===== src/rtl/tms_pkg.sv =====
`default_nettype none
// ----------------------------------------------------------------------------
// TDMA membership package
// Shared widths, state codes, register indices, controller commands and status records.
// ----------------------------------------------------------------------------
package tms_pkg;

    localparam int NumAgents = 5;
    localparam int AgentW    = 3;
    localparam int SlotW     = 3;
    localparam int CntW      = 3;
    localparam int PeriodW   = 17;
    localparam int DelayW    = 16;
    localparam int ElapsedW  = 24;
    localparam int SilentW   = 4;
    localparam int VecW      = 10;
    localparam int DivW      = 20;
    localparam int MaxVal    = 131071;

    localparam logic [1:0] ST_OFF = 2'd0;
    localparam logic [1:0] ST_RUN = 2'd1;
    localparam logic [1:0] ST_INS = 2'd2;
    localparam logic [1:0] ST_REM = 2'd3;

    localparam logic [2:0] REG_SELF   = 3'd0;
    localparam logic [2:0] REG_PERIOD = 3'd1;
    localparam logic [2:0] REG_LINK   = 3'd2;
    localparam logic [2:0] REG_MINUPD = 3'd3;
    localparam logic [2:0] REG_REMOVE = 3'd4;

    // Commands from the controller to the datapath.
    typedef struct packed {
        logic latch;      // capture the input transaction
        logic tick_walk;  // advance states and renumber (tick)
        logic rx_prep;    // heard flag, early check, dividend setup
        logic div_start;  // load the serial divider
        logic div_step;   // one quotient bit
        logic rx_finish;  // apply expected offset
        logic emit;       // load the output register
    } tms_cmd_t;

    typedef struct packed {
        logic is_tick;
        logic div_last;
    } tms_stat_t;

endpackage : tms_pkg
`default_nettype wire


===== src/rtl/tms_ctrl.sv =====
`default_nettype none
// ----------------------------------------------------------------------------
// TDMA membership controller
// Sequences a tick or a receive through the datapath and the output handshake.
// ----------------------------------------------------------------------------
module tms_ctrl (
    input  wire logic              clk,
    input  wire logic              rst_n,
    input  wire logic              in_fire,
    input  wire logic              out_free,
    input  wire tms_pkg::tms_stat_t stat,
    output logic                   in_ready,
    output tms_pkg::tms_cmd_t      cmd
);

    typedef enum logic [2:0] {
        S_IDLE, S_DECODE, S_DIVLOAD, S_DIV, S_FINISH, S_EMIT
    } state_t;

    state_t state_reg;

    // Commands decode from the state, the input handshake and the datapath status.
    always_comb
    begin
        cmd           = '0;
        cmd.latch     = in_fire;
        cmd.tick_walk = (state_reg == S_DECODE) && stat.is_tick;
        cmd.rx_prep   = (state_reg == S_DECODE) && !stat.is_tick;
        cmd.div_start = (state_reg == S_DIVLOAD);
        cmd.div_step  = (state_reg == S_DIV);
        cmd.rx_finish = (state_reg == S_FINISH);
        cmd.emit      = (state_reg == S_EMIT) && out_free;
        in_ready      = (state_reg == S_IDLE);
    end

    // A receive loads its divider during decode and goes straight to division.
    always_ff @(posedge clk or negedge rst_n)
    begin
        if (!rst_n)
        begin
            state_reg <= S_IDLE;
        end
        else
        begin
            unique case (state_reg)
                S_IDLE:    if (in_fire) state_reg <= S_DECODE;
                S_DECODE:  state_reg <= stat.is_tick ? S_DIVLOAD : S_DIV;
                S_DIVLOAD: state_reg <= S_DIV;
                S_DIV:     if (stat.div_last) state_reg <= S_FINISH;
                S_FINISH:  state_reg <= S_EMIT;
                S_EMIT:    if (out_free) state_reg <= S_IDLE;
                default:   state_reg <= S_IDLE;
            endcase
        end
    end

endmodule : tms_ctrl
`default_nettype wire


===== src/rtl/tms_dp.sv =====
`default_nettype none
// ----------------------------------------------------------------------------
// TDMA membership datapath
// Agent table, phase arithmetic, serial divider and result register.
// ----------------------------------------------------------------------------
module tms_dp (
    input  wire logic                          clk,
    input  wire logic                          rst_n,
    input  wire tms_pkg::tms_cmd_t             cmd,
    output tms_pkg::tms_stat_t                 stat,
    input  wire logic                          cfg_we,
    input  wire logic [2:0]                    cfg_index,
    input  wire logic [tms_pkg::PeriodW-1:0]   cfg_data,
    input  wire logic                          in_op,
    input  wire logic [tms_pkg::AgentW-1:0]    in_agent,
    input  wire logic [tms_pkg::ElapsedW-1:0]  in_elapsed,
    output logic [tms_pkg::PeriodW-1:0]        res_tracked,
    output logic                               res_status,
    output logic                               res_lv,
    output logic [tms_pkg::PeriodW-1:0]        res_lu,
    output logic [tms_pkg::SlotW-1:0]          res_slot,
    output logic [tms_pkg::CntW-1:0]           res_active,
    output logic [tms_pkg::VecW-1:0]           res_vec,
    output logic [31:0]                        res_round
);
    localparam int N = tms_pkg::NumAgents;
    localparam int DW = tms_pkg::DivW;

    // Configuration registers.
    logic [2:0]                   self_reg;
    logic [tms_pkg::PeriodW-1:0]  period_reg;
    logic [tms_pkg::DelayW-1:0]   link_reg, minupd_reg;
    logic [tms_pkg::SilentW-1:0]  remrnd_reg;

    // Agent table and global state.
    logic [1:0]                   mstate_reg [N];
    logic [N-1:0]                 heard_reg;
    logic [tms_pkg::SilentW-1:0]  silent_reg [N];
    logic [tms_pkg::SlotW-1:0]    slot_reg [N];
    logic [tms_pkg::PeriodW-1:0]  track_reg, limit_reg;
    logic [tms_pkg::CntW-1:0]     active_reg;
    logic [31:0]                  round_reg;

    // Transaction and work registers.
    logic                          op_reg;
    logic [tms_pkg::AgentW-1:0]    agent_reg;
    logic [tms_pkg::ElapsedW-1:0]  elapsed_reg;
    logic                          early_reg, rxv_reg, neg_reg;
    logic [DW-1:0]                 rem_reg, quo_reg, dvd_reg;
    logic [tms_pkg::CntW+1:0]      dvs_reg;
    logic [4:0]                    bit_reg;
    logic                          lv_reg;
    logic [tms_pkg::PeriodW-1:0]   lu_reg;

    logic self_ok, agent_ok;
    logic [tms_pkg::SlotW-1:0] own_slot, rx_slot;
    assign self_ok  = (self_reg < 3'(N));
    assign agent_ok = (agent_reg < 3'(N));
    assign own_slot = self_ok ? slot_reg[self_reg] : '0;
    assign rx_slot  = agent_ok ? slot_reg[agent_reg] : '0;

    // Tick: next member states in parallel, then renumber as a prefix count.
    logic [1:0]                  ns [N];
    logic [tms_pkg::SilentW-1:0] nsil [N];
    logic [tms_pkg::CntW-1:0]    nslot [N];
    logic [tms_pkg::CntW-1:0]    ncount;
    logic [tms_pkg::SilentW-1:0] sil_inc;
    always_comb
    begin
        ncount = '0;
        for (int i = 0; i < N; i++)
        begin
            sil_inc = silent_reg[i] + 4'd1;
            ns[i]   = mstate_reg[i];
            nsil[i] = silent_reg[i];
            if (self_ok && self_reg == 3'(i))
                ns[i] = tms_pkg::ST_RUN;
            else
            begin
                unique case (mstate_reg[i])
                    tms_pkg::ST_RUN: if (!heard_reg[i]) ns[i] = tms_pkg::ST_REM;
                    tms_pkg::ST_OFF: if (heard_reg[i]) ns[i] = tms_pkg::ST_INS;
                    tms_pkg::ST_INS:
                        ns[i] = heard_reg[i] ? tms_pkg::ST_RUN : tms_pkg::ST_OFF;
                    default:
                    begin
                        if (heard_reg[i])
                        begin
                            nsil[i] = '0;
                            ns[i]   = tms_pkg::ST_RUN;
                        end
                        else if (sil_inc >= remrnd_reg)
                        begin
                            nsil[i] = '0;
                            ns[i]   = tms_pkg::ST_OFF;
                        end
                        else
                            nsil[i] = sil_inc;
                    end
                endcase
            end
            nslot[i] = ncount;
            if (ns[i] == tms_pkg::ST_RUN || ns[i] == tms_pkg::ST_REM)
                ncount = ncount + 3'd1;
        end
    end

    // Receive: signed slot difference times period, magnitude for the divider.
    logic signed [4:0]             sdiff;
    logic [tms_pkg::SlotW-1:0]     sdiff_mag;
    logic [DW-1:0]                 prod;
    logic signed [25:0]            real_diff;
    assign sdiff     = $signed({2'b00, rx_slot}) - $signed({2'b00, own_slot});
    assign sdiff_mag = sdiff[4] ? 3'(-sdiff) : 3'(sdiff);
    assign prod      = {{(DW-tms_pkg::SlotW){1'b0}}, sdiff_mag}
                     * {{(DW-tms_pkg::PeriodW){1'b0}}, period_reg};
    assign real_diff = $signed({2'b00, elapsed_reg}) - $signed({10'd0, link_reg});

    // Tick divisor is 3*active for 2*period; receive uses active.
    logic [tms_pkg::CntW-1:0] act_div;
    assign act_div = (active_reg == '0) ? 3'd1 : active_reg;

    // Restoring divider, one quotient bit a cycle.
    logic [DW:0] trial;
    assign trial = {rem_reg, dvd_reg[DW-1]} - {{(DW-4){1'b0}}, dvs_reg};

    // Receive finish. A negative offset that truncates to zero stays zero;
    // any other negative offset gets one period added.
    logic signed [DW+1:0] expected, load;
    logic signed [26:0]   delta;
    always_comb
    begin
        expected = (neg_reg && (quo_reg != '0))
                 ? ($signed({5'd0, period_reg}) - $signed({2'b00, quo_reg}))
                 : $signed({2'b00, quo_reg});
        delta = $signed({real_diff[25], real_diff})
              - $signed({{5{expected[DW+1]}}, expected});
        load  = $signed({5'd0, period_reg}) - expected - $signed({6'd0, link_reg});
    end

    always_ff @(posedge clk or negedge rst_n)
    begin
        if (!rst_n)
        begin
            self_reg   <= 3'd3;
            period_reg <= 17'd75000;
            link_reg   <= 16'd4000;
            minupd_reg <= 16'd1000;
            remrnd_reg <= 4'd10;
            for (int i = 0; i < N; i++)
            begin
                mstate_reg[i] <= tms_pkg::ST_OFF;
                silent_reg[i] <= '0;
                slot_reg[i]   <= '0;
            end
            heard_reg  <= '0;
            track_reg  <= '0;
            limit_reg  <= '0;
            active_reg <= 3'd1;
            round_reg  <= '0;
            op_reg <= 1'b0;
            early_reg <= 1'b0;
            rxv_reg <= 1'b0;
            lv_reg <= 1'b0;
        end
        else
        begin
            if (cfg_we)
            begin
                unique case (cfg_index)
                    tms_pkg::REG_SELF:   self_reg   <= cfg_data[2:0];
                    tms_pkg::REG_PERIOD: period_reg <= cfg_data;
                    tms_pkg::REG_LINK:   link_reg   <= cfg_data[15:0];
                    tms_pkg::REG_MINUPD: minupd_reg <= cfg_data[15:0];
                    tms_pkg::REG_REMOVE: remrnd_reg <= cfg_data[3:0];
                    default: ;
                endcase
            end
            if (cmd.latch)
            begin
                op_reg      <= in_op;
                agent_reg   <= in_agent;
                elapsed_reg <= in_elapsed;
                lv_reg      <= 1'b0;
                lu_reg      <= '0;
                early_reg   <= 1'b0;
                rxv_reg     <= 1'b0;
            end
            if (cmd.tick_walk)
            begin
                for (int i = 0; i < N; i++)
                begin
                    mstate_reg[i] <= ns[i];
                    silent_reg[i] <= nsil[i];
                    if (ns[i] == tms_pkg::ST_RUN || ns[i] == tms_pkg::ST_REM)
                        slot_reg[i] <= nslot[i];
                end
                heard_reg  <= '0;
                active_reg <= ncount;
                round_reg  <= round_reg + 32'd1;
            end
            if (cmd.rx_prep)
            begin
                if (agent_ok)
                begin
                    heard_reg[agent_reg] <= 1'b1;
                    early_reg <= real_diff[25];
                    rxv_reg   <= !real_diff[25];
                end
                // Divide the offset magnitude by the active count.
                neg_reg   <= sdiff[4];
                dvd_reg   <= prod;
                dvs_reg   <= {2'b00, act_div};
                rem_reg   <= '0;
                bit_reg   <= 5'(DW - 1);
            end
            if (cmd.div_start)
            begin
                neg_reg <= 1'b0;
                dvd_reg <= DW'({period_reg, 1'b0});
                dvs_reg <= 5'(3 * ((active_reg == '0) ? 3'd1 : active_reg));
                rem_reg <= '0;
                bit_reg <= 5'(DW - 1);
            end
            if (cmd.div_step)
            begin
                if (!trial[DW])
                    rem_reg <= trial[DW-1:0];
                else
                    rem_reg <= {rem_reg[DW-2:0], dvd_reg[DW-1]};
                quo_reg <= {quo_reg[DW-2:0], !trial[DW]};
                dvd_reg <= {dvd_reg[DW-2:0], 1'b0};
                bit_reg <= bit_reg - 5'd1;
            end
            if (cmd.rx_finish)
            begin
                if (op_reg)
                    limit_reg <= quo_reg[tms_pkg::PeriodW-1:0];
                else if (rxv_reg)
                begin
                    if (own_slot == '0)
                    begin
                        if (delta > $signed({10'd0, track_reg}) &&
                            delta < $signed({10'd0, limit_reg}) &&
                            delta > $signed({11'd0, minupd_reg}))
                            track_reg <= delta[tms_pkg::PeriodW-1:0];
                    end
                    else if (rx_slot == '0)
                    begin
                        lv_reg <= 1'b1;
                        if (load < 0)
                            lu_reg <= '0;
                        else if (load > tms_pkg::MaxVal)
                            lu_reg <= 17'(tms_pkg::MaxVal);
                        else
                            lu_reg <= load[tms_pkg::PeriodW-1:0];
                    end
                end
            end
        end
    end

    // Ticks and receives both end their division when the bit count runs out.
    assign stat.is_tick  = op_reg;
    assign stat.div_last = (bit_reg == '0);

    // Result register.
    localparam int VecW_L = tms_pkg::VecW;
    logic [VecW_L-1:0] vec;
    always_comb
    begin
        vec = '0;
        for (int i = 0; i < N && i < 5; i++)
            vec[2*i +: 2] = mstate_reg[i];
    end

    always_ff @(posedge clk)
    begin
        if (cmd.emit)
        begin
            res_status  <= early_reg;
            res_tracked <= track_reg;
            res_lv      <= lv_reg;
            res_lu      <= lu_reg;
            res_slot    <= own_slot;
            res_active  <= active_reg;
            res_vec     <= vec;
            res_round   <= round_reg;
        end
    end

endmodule : tms_dp
`default_nettype wire


===== src/rtl/tdma_membership_slot_sync.sv =====
`default_nettype none
// ----------------------------------------------------------------------------
// TDMA membership and slot-phase controller
// Round ticks update the agent table; receptions measure phase error.
// ----------------------------------------------------------------------------
// A tick's result is loaded after a decode state, a state that loads the
// divider, the serial division of the 20-bit dividend for the delta limit, a
// finish state and an output state. A reception loads its divider while
// decoding and skips the load state; its division forms the expected slot
// offset. The input is ready again the cycle after a result is loaded. One
// transaction is in flight at a time; a finished result sits in the output
// register until taken, and the next result waits in its output state while
// it is held.
module tdma_membership_slot_sync (
    input  wire logic        clk,
    input  wire logic        rst_n,
    input  wire logic        s_axis_tvalid,
    output logic             s_axis_tready,
    input  wire logic [31:0] s_axis_tdata,   // agent_index[2:0], elapsed_us[26:3]
    input  wire logic        s_axis_tuser,   // op
    output logic             m_axis_tvalid,
    input  wire logic        m_axis_tready,
    output logic [87:0]      m_axis_tdata,   // tracked_delay_us, timer_load_us,
                                             // own_slot, active_count,
                                             // state_vector, round_count
    output logic [1:0]       m_axis_tuser,   // status, timer_load_valid
    input  wire logic        cfg_we,
    input  wire logic [2:0]  cfg_index,
    input  wire logic [16:0] cfg_data
);
    tms_pkg::tms_cmd_t  cmd;
    tms_pkg::tms_stat_t stat;
    logic in_ready, in_fire, out_free, ovalid_reg;
    logic [16:0] tr, lu;
    logic st, lv;
    logic [2:0] sl, ac;
    logic [9:0] vc;
    logic [31:0] rc;

    assign in_fire  = s_axis_tvalid && in_ready;
    assign out_free = !ovalid_reg || m_axis_tready;
    assign s_axis_tready = in_ready;

    tms_ctrl u_ctrl (
        .clk(clk), .rst_n(rst_n), .in_fire(in_fire), .out_free(out_free),
        .stat(stat), .in_ready(in_ready), .cmd(cmd)
    );

    tms_dp u_dp (
        .clk(clk), .rst_n(rst_n), .cmd(cmd), .stat(stat),
        .cfg_we(cfg_we), .cfg_index(cfg_index), .cfg_data(cfg_data),
        .in_op(s_axis_tuser), .in_agent(s_axis_tdata[2:0]),
        .in_elapsed(s_axis_tdata[26:3]),
        .res_tracked(tr), .res_status(st), .res_lv(lv), .res_lu(lu),
        .res_slot(sl), .res_active(ac), .res_vec(vc), .res_round(rc)
    );

    // Output valid flag.
    always_ff @(posedge clk or negedge rst_n)
    begin
        if (!rst_n)
            ovalid_reg <= 1'b0;
        else if (cmd.emit)
            ovalid_reg <= 1'b1;
        else if (m_axis_tready)
            ovalid_reg <= 1'b0;
    end

    assign m_axis_tvalid = ovalid_reg;
    assign m_axis_tdata  = {6'd0, rc, vc, ac, sl, lu, tr};
    assign m_axis_tuser  = {lv, st};

endmodule : tdma_membership_slot_sync
`default_nettype wire


===== config.mk =====
export PLATFORM = sky130hd
export DESIGN_NAME = tdma_membership_slot_sync
export DESIGN_NICKNAME = d
export VERILOG_FILES = /design/src/rtl/tms_pkg.sv /design/src/rtl/tms_ctrl.sv /design/src/rtl/tms_dp.sv /design/src/rtl/tdma_membership_slot_sync.sv
export SDC_FILE = /design/constraint.sdc
export NUM_CORES = 1
export LEC_CHECK = 0
export ABC_AREA = 1
export ABC_CLOCK_PERIOD_IN_PS = 7450
export BUFFER_PORTS_ARGS = -buffer_cell sky130_fd_sc_hd__buf_2
export CAP_MARGIN = 20
export CORE_MARGIN = 2
export CORE_UTILIZATION = 39
export DETAILED_ROUTE_END_ITERATION = 10
export SYNTH_ARGS = -nofsm -noshare
export SYNTH_HDL_FRONTEND = slang
export SYNTH_SLANG_ARGS = --single-unit

===== constraint.sdc =====
create_clock -name clk -period 7.45 [get_ports clk]
set_clock_uncertainty 0.2 [all_clocks]
set_input_delay 1.1175 -clock clk [delete_from_list [all_inputs] [get_ports clk]]
set_output_delay 1.1175 -clock clk [all_outputs]
set_load 0.01 [all_outputs]

**Yosys cells after proc, flatten, opt, wreduce, memory -nomap -nowiden**

Index checks and enable logic that the tools add are counted.

- Register bits after elaboration: 379
- Input bits: 58
- Word-level logic and storage cells: 308

- $add $sub $neg: 19
- Multipliers: 2
- Magnitude comparators: 16
- Equal/unequal tests: 36
- Mux-type cells: 107
- Bitwise gates (word level): 14
- Reduce and logical (&&, ||, !) cells: 66

Operators with widths:

| kind | number |
|---|---|
| 20-bit 2-to-1 mux | 7 |
| 17-bit 2-to-1 mux | 8 |
| 2-bit 2-to-1 mux | 25 |
| 3-bit 2-to-1 mux | 16 |
| 4-bit 2-to-1 mux | 10 |
| 5-bit 2-to-1 mux | 8 |
| 32-bit by 1-bit adder with 32-bit output (second input constant) | 1 |
| 2-bit by 32-bit multiplier with 5-bit output (first input constant) | 1 |
| 2-bit one-hot mux with 3 select lines | 5 |
| 2-bit AND reduction | 14 |
| 27-bit by 17-bit > comparator with 1-bit output | 1 |
| 27-bit by 18-bit > comparator with 1-bit output | 1 |
| 27-bit by 18-bit < comparator with 1-bit output | 1 |
| 25-bit by 22-bit subtractor with 26-bit output | 1 |
| 24-bit by 16-bit subtractor with 25-bit output | 1 |
| 1-bit 2-to-1 mux | 23 |
| 22-bit by 18-bit > comparator with 1-bit output (second input constant) | 1 |
| 22-bit by 1-bit < comparator with 1-bit output (second input constant) | 1 |
| 22-bit 2-to-1 mux | 1 |
| 18-bit by 22-bit subtractor with 22-bit output | 1 |
| 22-bit by 17-bit subtractor with 22-bit output | 1 |
| 17-bit by 20-bit subtractor with 21-bit output | 1 |
| 21-bit by 5-bit subtractor with 21-bit output | 1 |
| 4-bit by 1-bit adder with 4-bit output (second input constant) | 5 |
| 36 further kinds | 125 |

**Depth between registers and ports, before layout**

- Depth after elaboration: 17
- Depth in mapped cells: 40
- Depth with buffers taken out: 37

**Cells and area by module**

From an unflattened synthesis, not the netlist that was laid out.

- Cells, all modules: 2827
- Area total of the unflattened synthesis: 24051.8 µm²

By module, submodules not included:

| module | instances | cells each | area an instance (µm²) | sequential area each (µm²) |
|---|---|---|---|---|
| tms_dp | 1 | 2774 | 23700.2 | 10336.2 |
| tms_ctrl | 1 | 37 | 235.2 | 75.1 |
| tdma_membership_slot_sync | 1 | 16 | 116.4 | 25.0 |

**Worst setup path before layout**

No wires, ideal clock.

- Path type: input to register
- From: in m_axis_tready
- To: reg u_dp.res_active[0] in the netlist's numbering (enable)
- Library setup time: 527 ps
- Data arrival time: 4656 ps
- Path slack: 2068 ps
- Cell stages on the path: 2
- Path buffers: 0
- Cell sequence: nor2_1 nor2_1

RTL lines:

| element | line | text |
|---|---|---|
| start, declared | tdma_membership_slot_sync.sv:22 | `input wire logic m_axis_tready,` |
| end signal, assigned | tms_dp.sv:286 | `res_active <= active_reg;` |
| end, declared | tms_dp.sv:22 | `output logic [tms_pkg::CntW-1:0] res_active,` |

**Worst setup path in the final report**

- From: reg u_dp.quo_reg[0]
- To: reg u_dp.track_reg[7] in the netlist's numbering

- Cells in the longest elaborated chain, start to end: 8
- Elaborated cells on any way between the ends: 11

Ends and longest elaborated chain:

| element | line | text |
|---|---|---|
| start, declared | tms_dp.sv:49 | `logic [DW-1:0] rem_reg, quo_reg, dvd_reg;` |
| start signal, assigned | tms_dp.sv:231 | `quo_reg <= {quo_reg[DW-2:0], !trial[DW]};` |
| parallel branches: the longest is 2 deep, another holds 17-bit by 20-bit subtractor with 21-bit output | -- |  |
| 22-bit 2-to-1 mux * | tms_dp.sv:134 | `? ($signed({5'd0, period_reg}) - $signed({2'b00, quo_reg}))` |
| 25-bit by 22-bit subtractor with 26-bit output * | tms_dp.sv:137 | `- $signed({{5{expected[DW+1]}}, expected});` |
| net u_dp.delta[15] | tms_dp.sv:130 | `logic signed [26:0] delta;` |
| 27-bit by 18-bit > comparator with 1-bit output / 27-bit by 18-bit < comparator with 1-bit output (equally long branches) | tms_dp.sv:243, tms_dp.sv:244 |  |
| 1-bit logical AND | tms_dp.sv:243 | `if (delta > $signed({10'd0, track_reg}) &&` |
| 1-bit logical AND * | tms_dp.sv:244 | `delta < $signed({10'd0, limit_reg}) &&` |
| 5-bit AND reduction (no line) * | -- |  |
| end signal, assigned | tms_dp.sv:246 | `track_reg <= delta[tms_pkg::PeriodW-1:0];` |
| end, declared | tms_dp.sv:40 | `logic [tms_pkg::PeriodW-1:0] track_reg, limit_reg;` |

Mark *: on every way through the listed nets, which the timed path passes.
A chain may end at the register's enable or synchronous reset.

==> impl_summary.log <==
[metrics] result of the run: completed
[metrics] leakage power total: 0.0128 uW
[metrics] leading register cell type out of synthesis: sky130_fd_sc_hd__edfxtp_1
[metrics] capturing element type of the critical path: flip-flop
[metrics] hold path startpoint: u_dp.lv_reg
[metrics] synthesis-stage register bit count: 376
[metrics] share of the core filled with cells in the final layout: 0.449
[metrics] post-CTS setup-driven buffer insertion count: 0
[metrics] worst path arrival time: 6.69 ns
[metrics] highest cell delay on the worst timing path: 0.53 ns
[metrics] post-synth top area share: 0.249
[metrics] first-pass GRT wire length: 97900 um
[metrics] via/cell ratio: 5.06
[metrics] final-layout fill cell count: 5892
[metrics] footprint of the multi-input gates: 11600 um2
[metrics] total negative setup slack: 0 ns
[metrics] Area growth, synth to finish: 13.4%
[metrics] Seq. cell area: 10400 um2
[metrics] class of the most critical hold timing path: reg2reg
[metrics] number of instances resized during post-cts repair: 0
[metrics] largest net degree at the start of global routing: 85
[metrics] effective utilization at floorplan: 0.396
[metrics] most common library cell in the layout ignoring fill and taps: sky130_fd_sc_hd__nand2_1
[metrics] count of flip-flops with a built-in enable after synthesis: 199
[metrics] Cells after Synth: 2786
[metrics] kind of start point of the critical path: flip-flop
[metrics] iteration-0 DRC count of the detailed router: 1088
[metrics] height of the die: 252 um
[metrics] count of nets after finishing: 3225
[metrics] residual overflow from global routing: 0
[metrics] detailed placement HPWL: 47900 um
[metrics] maximum net fanout on the critical path: 18
[metrics] clock insertion delay at the later pin of the skew report: 0.59 ns
[metrics] buffers added on ports: 138
[metrics] number of warnings reported in the yosys synthesis log: 0
[metrics] clock tree sinks: 376
[metrics] top post-synthesis cells by area: sky130_fd_sc_hd__edfxtp_1 25%, sky130_fd_sc_hd__dfrtp_1 16%, sky130_fd_sc_hd__ha_1 10%, sky130_fd_sc_hd__nand2_1 10%, sky130_fd_sc_hd__inv_1 7.0%
[metrics] cell internal pwr: 6770 uW
[metrics] CTS H-Tree Depth: 2
[metrics] part of the Yosys area used for sequential elements: 0.435
[metrics] largest area contributor in the synthesized netlist: sky130_fd_sc_hd__edfxtp_1
[metrics] Longest Clk Path Bufs: 3
[metrics] hold path cells: 0
[metrics] unrepaired setup endpoints after global routing: no
[metrics] count of inserted antenna diode cells: 0
[metrics] Power Density: 469 nW/um2
[metrics] final weighted congestion of routability-driven global placement: 0.903
[metrics] endpoints failing hold: 0
[metrics] number of distinct library cells after synthesis: 66
[metrics] clock input transition at the sequential cells of the worst setup and hold paths: 0.06 ns
[metrics] count of vias placed by the detailed router: 19037
[metrics] required time worst endpoint: 7.72 ns
[metrics] average routed wire per standard cell: 16.5 um
[metrics] maximum ir drop on the vdd rail: 0.242 mV
[metrics] Die X: 252 um
[metrics] Reg2Reg Launch Point: u_dp.quo_reg[0]
[metrics] clock buffer count from CTS: 45
[metrics] cell repeated most along the worst path: sky130_fd_sc_hd__nand2_1
[metrics] DRC violation count after routing: 0
[metrics] Combinational Power Share: 0.576
[metrics] proportion of register bits with asynchronous set or reset after synthesis: 0.471
[metrics] aggregate global-route resource usage: 0.195
[metrics] I/O pin cnt: 150
[metrics] Slew HR: 0.330
[metrics] r2r worst-path depth: 35
[metrics] final setup vio count: 0
[metrics] TritonCTS clock tree: done
[metrics] Critical-path top delay cell: sky130_fd_sc_hd__edfxtp_1
[metrics] cell area after technology mapping: 24000 um2
[metrics] MaxCap Viol Count: 0
[metrics] switch share: 0.470
[metrics] Clk network pwr share: 0.183
[metrics] final count of pins violating max slew: 0
[metrics] hold-fix buffer count after cts: 0
[metrics] final clock period utilization by the worst path: 0.863
[metrics] total iterations of the first detailed-routing run: 5
[metrics] Routed Antenna Nets: 0
[metrics] DIE AREA: 63500 um2
[metrics] upper clock frequency limit: 156 MHz
[metrics] first element of the critical path: u_dp.quo_reg[0]
[metrics] Worst-Margin Slew: 1.00 ns
[metrics] share of layout cells above drive strength 1: 0.120
[metrics] worst-case register-to-register setup slack: 1.02 ns
[metrics] portion of total power attributed to sequential cells: 0.241
[metrics] commonest cells after routing, fill and taps aside: 637 x sky130_fd_sc_hd__nand2_1, 445 x sky130_fd_sc_hd__inv_1, 199 x sky130_fd_sc_hd__edfxtp_1
[metrics] via count of the first global-routing pass: 18601
[metrics] initial antenna violation count: 0
[metrics] area of the core region: 60600 um2
[metrics] critical path type: reg2reg
[metrics] root cell of the clock tree: sky130_fd_sc_hd__clkbuf_16
[metrics] total wire length after detailed routing: 61900 um
[metrics] switching pwr: 5990 uW
[metrics] number of core rows: 90
[metrics] post-layout min period: 6.43 ns
[metrics] synthesized area divided by synthesized cell count: 8.61 um2
[metrics] Endpoint, Worst Hold: u_dp.res_lv
[metrics] endpoint of the lowest-slack register-to-register path: u_dp.track_reg[7]
synthesized netlist by cell type, types with 5 or more instances:
| cell | count |
|---|---|
| sky130_fd_sc_hd__a31oi_1 | 8 |
| sky130_fd_sc_hd__dfrtp_1 | 152 |
| sky130_fd_sc_hd__dfstp_2 | 25 |
| sky130_fd_sc_hd__nand2_1 | 637 |
| sky130_fd_sc_hd__nand2_4 | 7 |
| sky130_fd_sc_hd__or2_2 | 7 |
| sky130_fd_sc_hd__nor2_1 | 171 |
| sky130_fd_sc_hd__clkbuf_1 | 33 |
| sky130_fd_sc_hd__xor2_1 | 76 |
| sky130_fd_sc_hd__inv_1 | 445 |
| sky130_fd_sc_hd__fa_1 | 33 |
| sky130_fd_sc_hd__nand3_2 | 19 |
| sky130_fd_sc_hd__a21o_1 | 10 |
| sky130_fd_sc_hd__o21a_1 | 8 |
| sky130_fd_sc_hd__o221ai_1 | 5 |
| sky130_fd_sc_hd__nand2_2 | 21 |
| sky130_fd_sc_hd__nand4_1 | 49 |
| sky130_fd_sc_hd__a211oi_1 | 9 |
| sky130_fd_sc_hd__nor3b_1 | 5 |
| sky130_fd_sc_hd__nor2_2 | 9 |
| sky130_fd_sc_hd__edfxtp_1 | 199 |
| sky130_fd_sc_hd__o211ai_1 | 8 |
| sky130_fd_sc_hd__nand3_1 | 123 |
| sky130_fd_sc_hd__nor3_1 | 42 |
| sky130_fd_sc_hd__a221o_1 | 8 |
| sky130_fd_sc_hd__a21oi_1 | 148 |
| sky130_fd_sc_hd__nor4_1 | 8 |
| sky130_fd_sc_hd__o22ai_1 | 8 |
| sky130_fd_sc_hd__o21ai_0 | 176 |
| sky130_fd_sc_hd__o21bai_1 | 9 |
| sky130_fd_sc_hd__inv_2 | 17 |
| sky130_fd_sc_hd__xnor2_1 | 36 |
| sky130_fd_sc_hd__a22oi_1 | 9 |
| sky130_fd_sc_hd__buf_4 | 12 |
| sky130_fd_sc_hd__ha_1 | 192 |
routing by layer:
layer | wire length [um] | global-route usage | vias up
met2 | 29700 | 0.336 | 392
met1 | 27200 | 0.244 | 8997
met5 | 0 | 0 | -
li1 | - | - | 9537
met3 | 2310 | 0.0265 | 111
met4 | 2680 | 0.0852 | 0
logic make-up after synthesis:
group,synth area share
simple gates,0.208
buf+inv,0.0835
compound gates,0.103
flops,0.435
fa+ha+maj,0.128
xor+xnor,0.0409
mux,0.00136
other cells,0.000156
cell type report:
class | count | share of cell area
clock buffers | 51 | 0.0426
clock inverters | 32 | 0.0148
inverters | 465 | 0.0642
multi-input cells | 1900 | 0.426
flip-flops and latches | 376 | 0.384
well taps | 782 | 0.0360
repair buffers | 154 | 0.0326
how the worst max path moves through the flow:
stage                    endpoint  slack (ns)  cells past startpoint
2_1_floorplan  u_dp.res_active[0]        2.07                      2
3_3_place_gp    u_dp.track_reg[1]        1.12                     32
3_5_place_dp    u_dp.track_reg[6]        1.07                     32
4_1_cts        u_dp.track_reg[12]         1.0                     32
5_1_grt         u_dp.track_reg[4]        0.48                     32
6_report        u_dp.track_reg[7]        1.02                     35
power groups by stage:
| stage | Clock, uW | Combinational [uW] | Sequential (uW) |
|---|---|---|---|
| final | 2340 | 7350 | 3070 |
| after global routing | 2470 | 8410 | 3130 |
| after CTS | 2400 | 7370 | 3080 |
| after detailed placement | 0 | 7320 | 3110 |
| after global placement | 0 | 7140 | 3100 |
| after floorplan | 0 | 5560 | 3030 |
stage by stage:
stage / total power (uW) / hold slack, ns / area, um2 / std cells / worst slack (ns)
after floorplan: 8580 / 0.225 / 24000 / 2791 / 2.07
after global placement: 10200 / 0.240 / 25500 / 3673 / 1.12
after detailed placement: 10400 / 0.232 / 25500 / 3673 / 1.07
after CTS: 12800 / 0.247 / 27100 / 3756 / 0.996
after global routing: 14000 / 0.252 / 27200 / 3760 / 0.476
final: 12800 / 0.248 / 27200 / 3760 / 1.02
critical path, delay by kind of cell, from the launching register on:
family                     cells  cell delay (ns)
xor gates and xnor gates       2             0.62
adders and majority gates      4             1.46
DFF                            1             0.53
AOI/OAI and AO/OA              4             0.77
buffers and inverters          2             0.19
and+or+nand+nor               23             2.53
(Power assumes the default switching activity.)
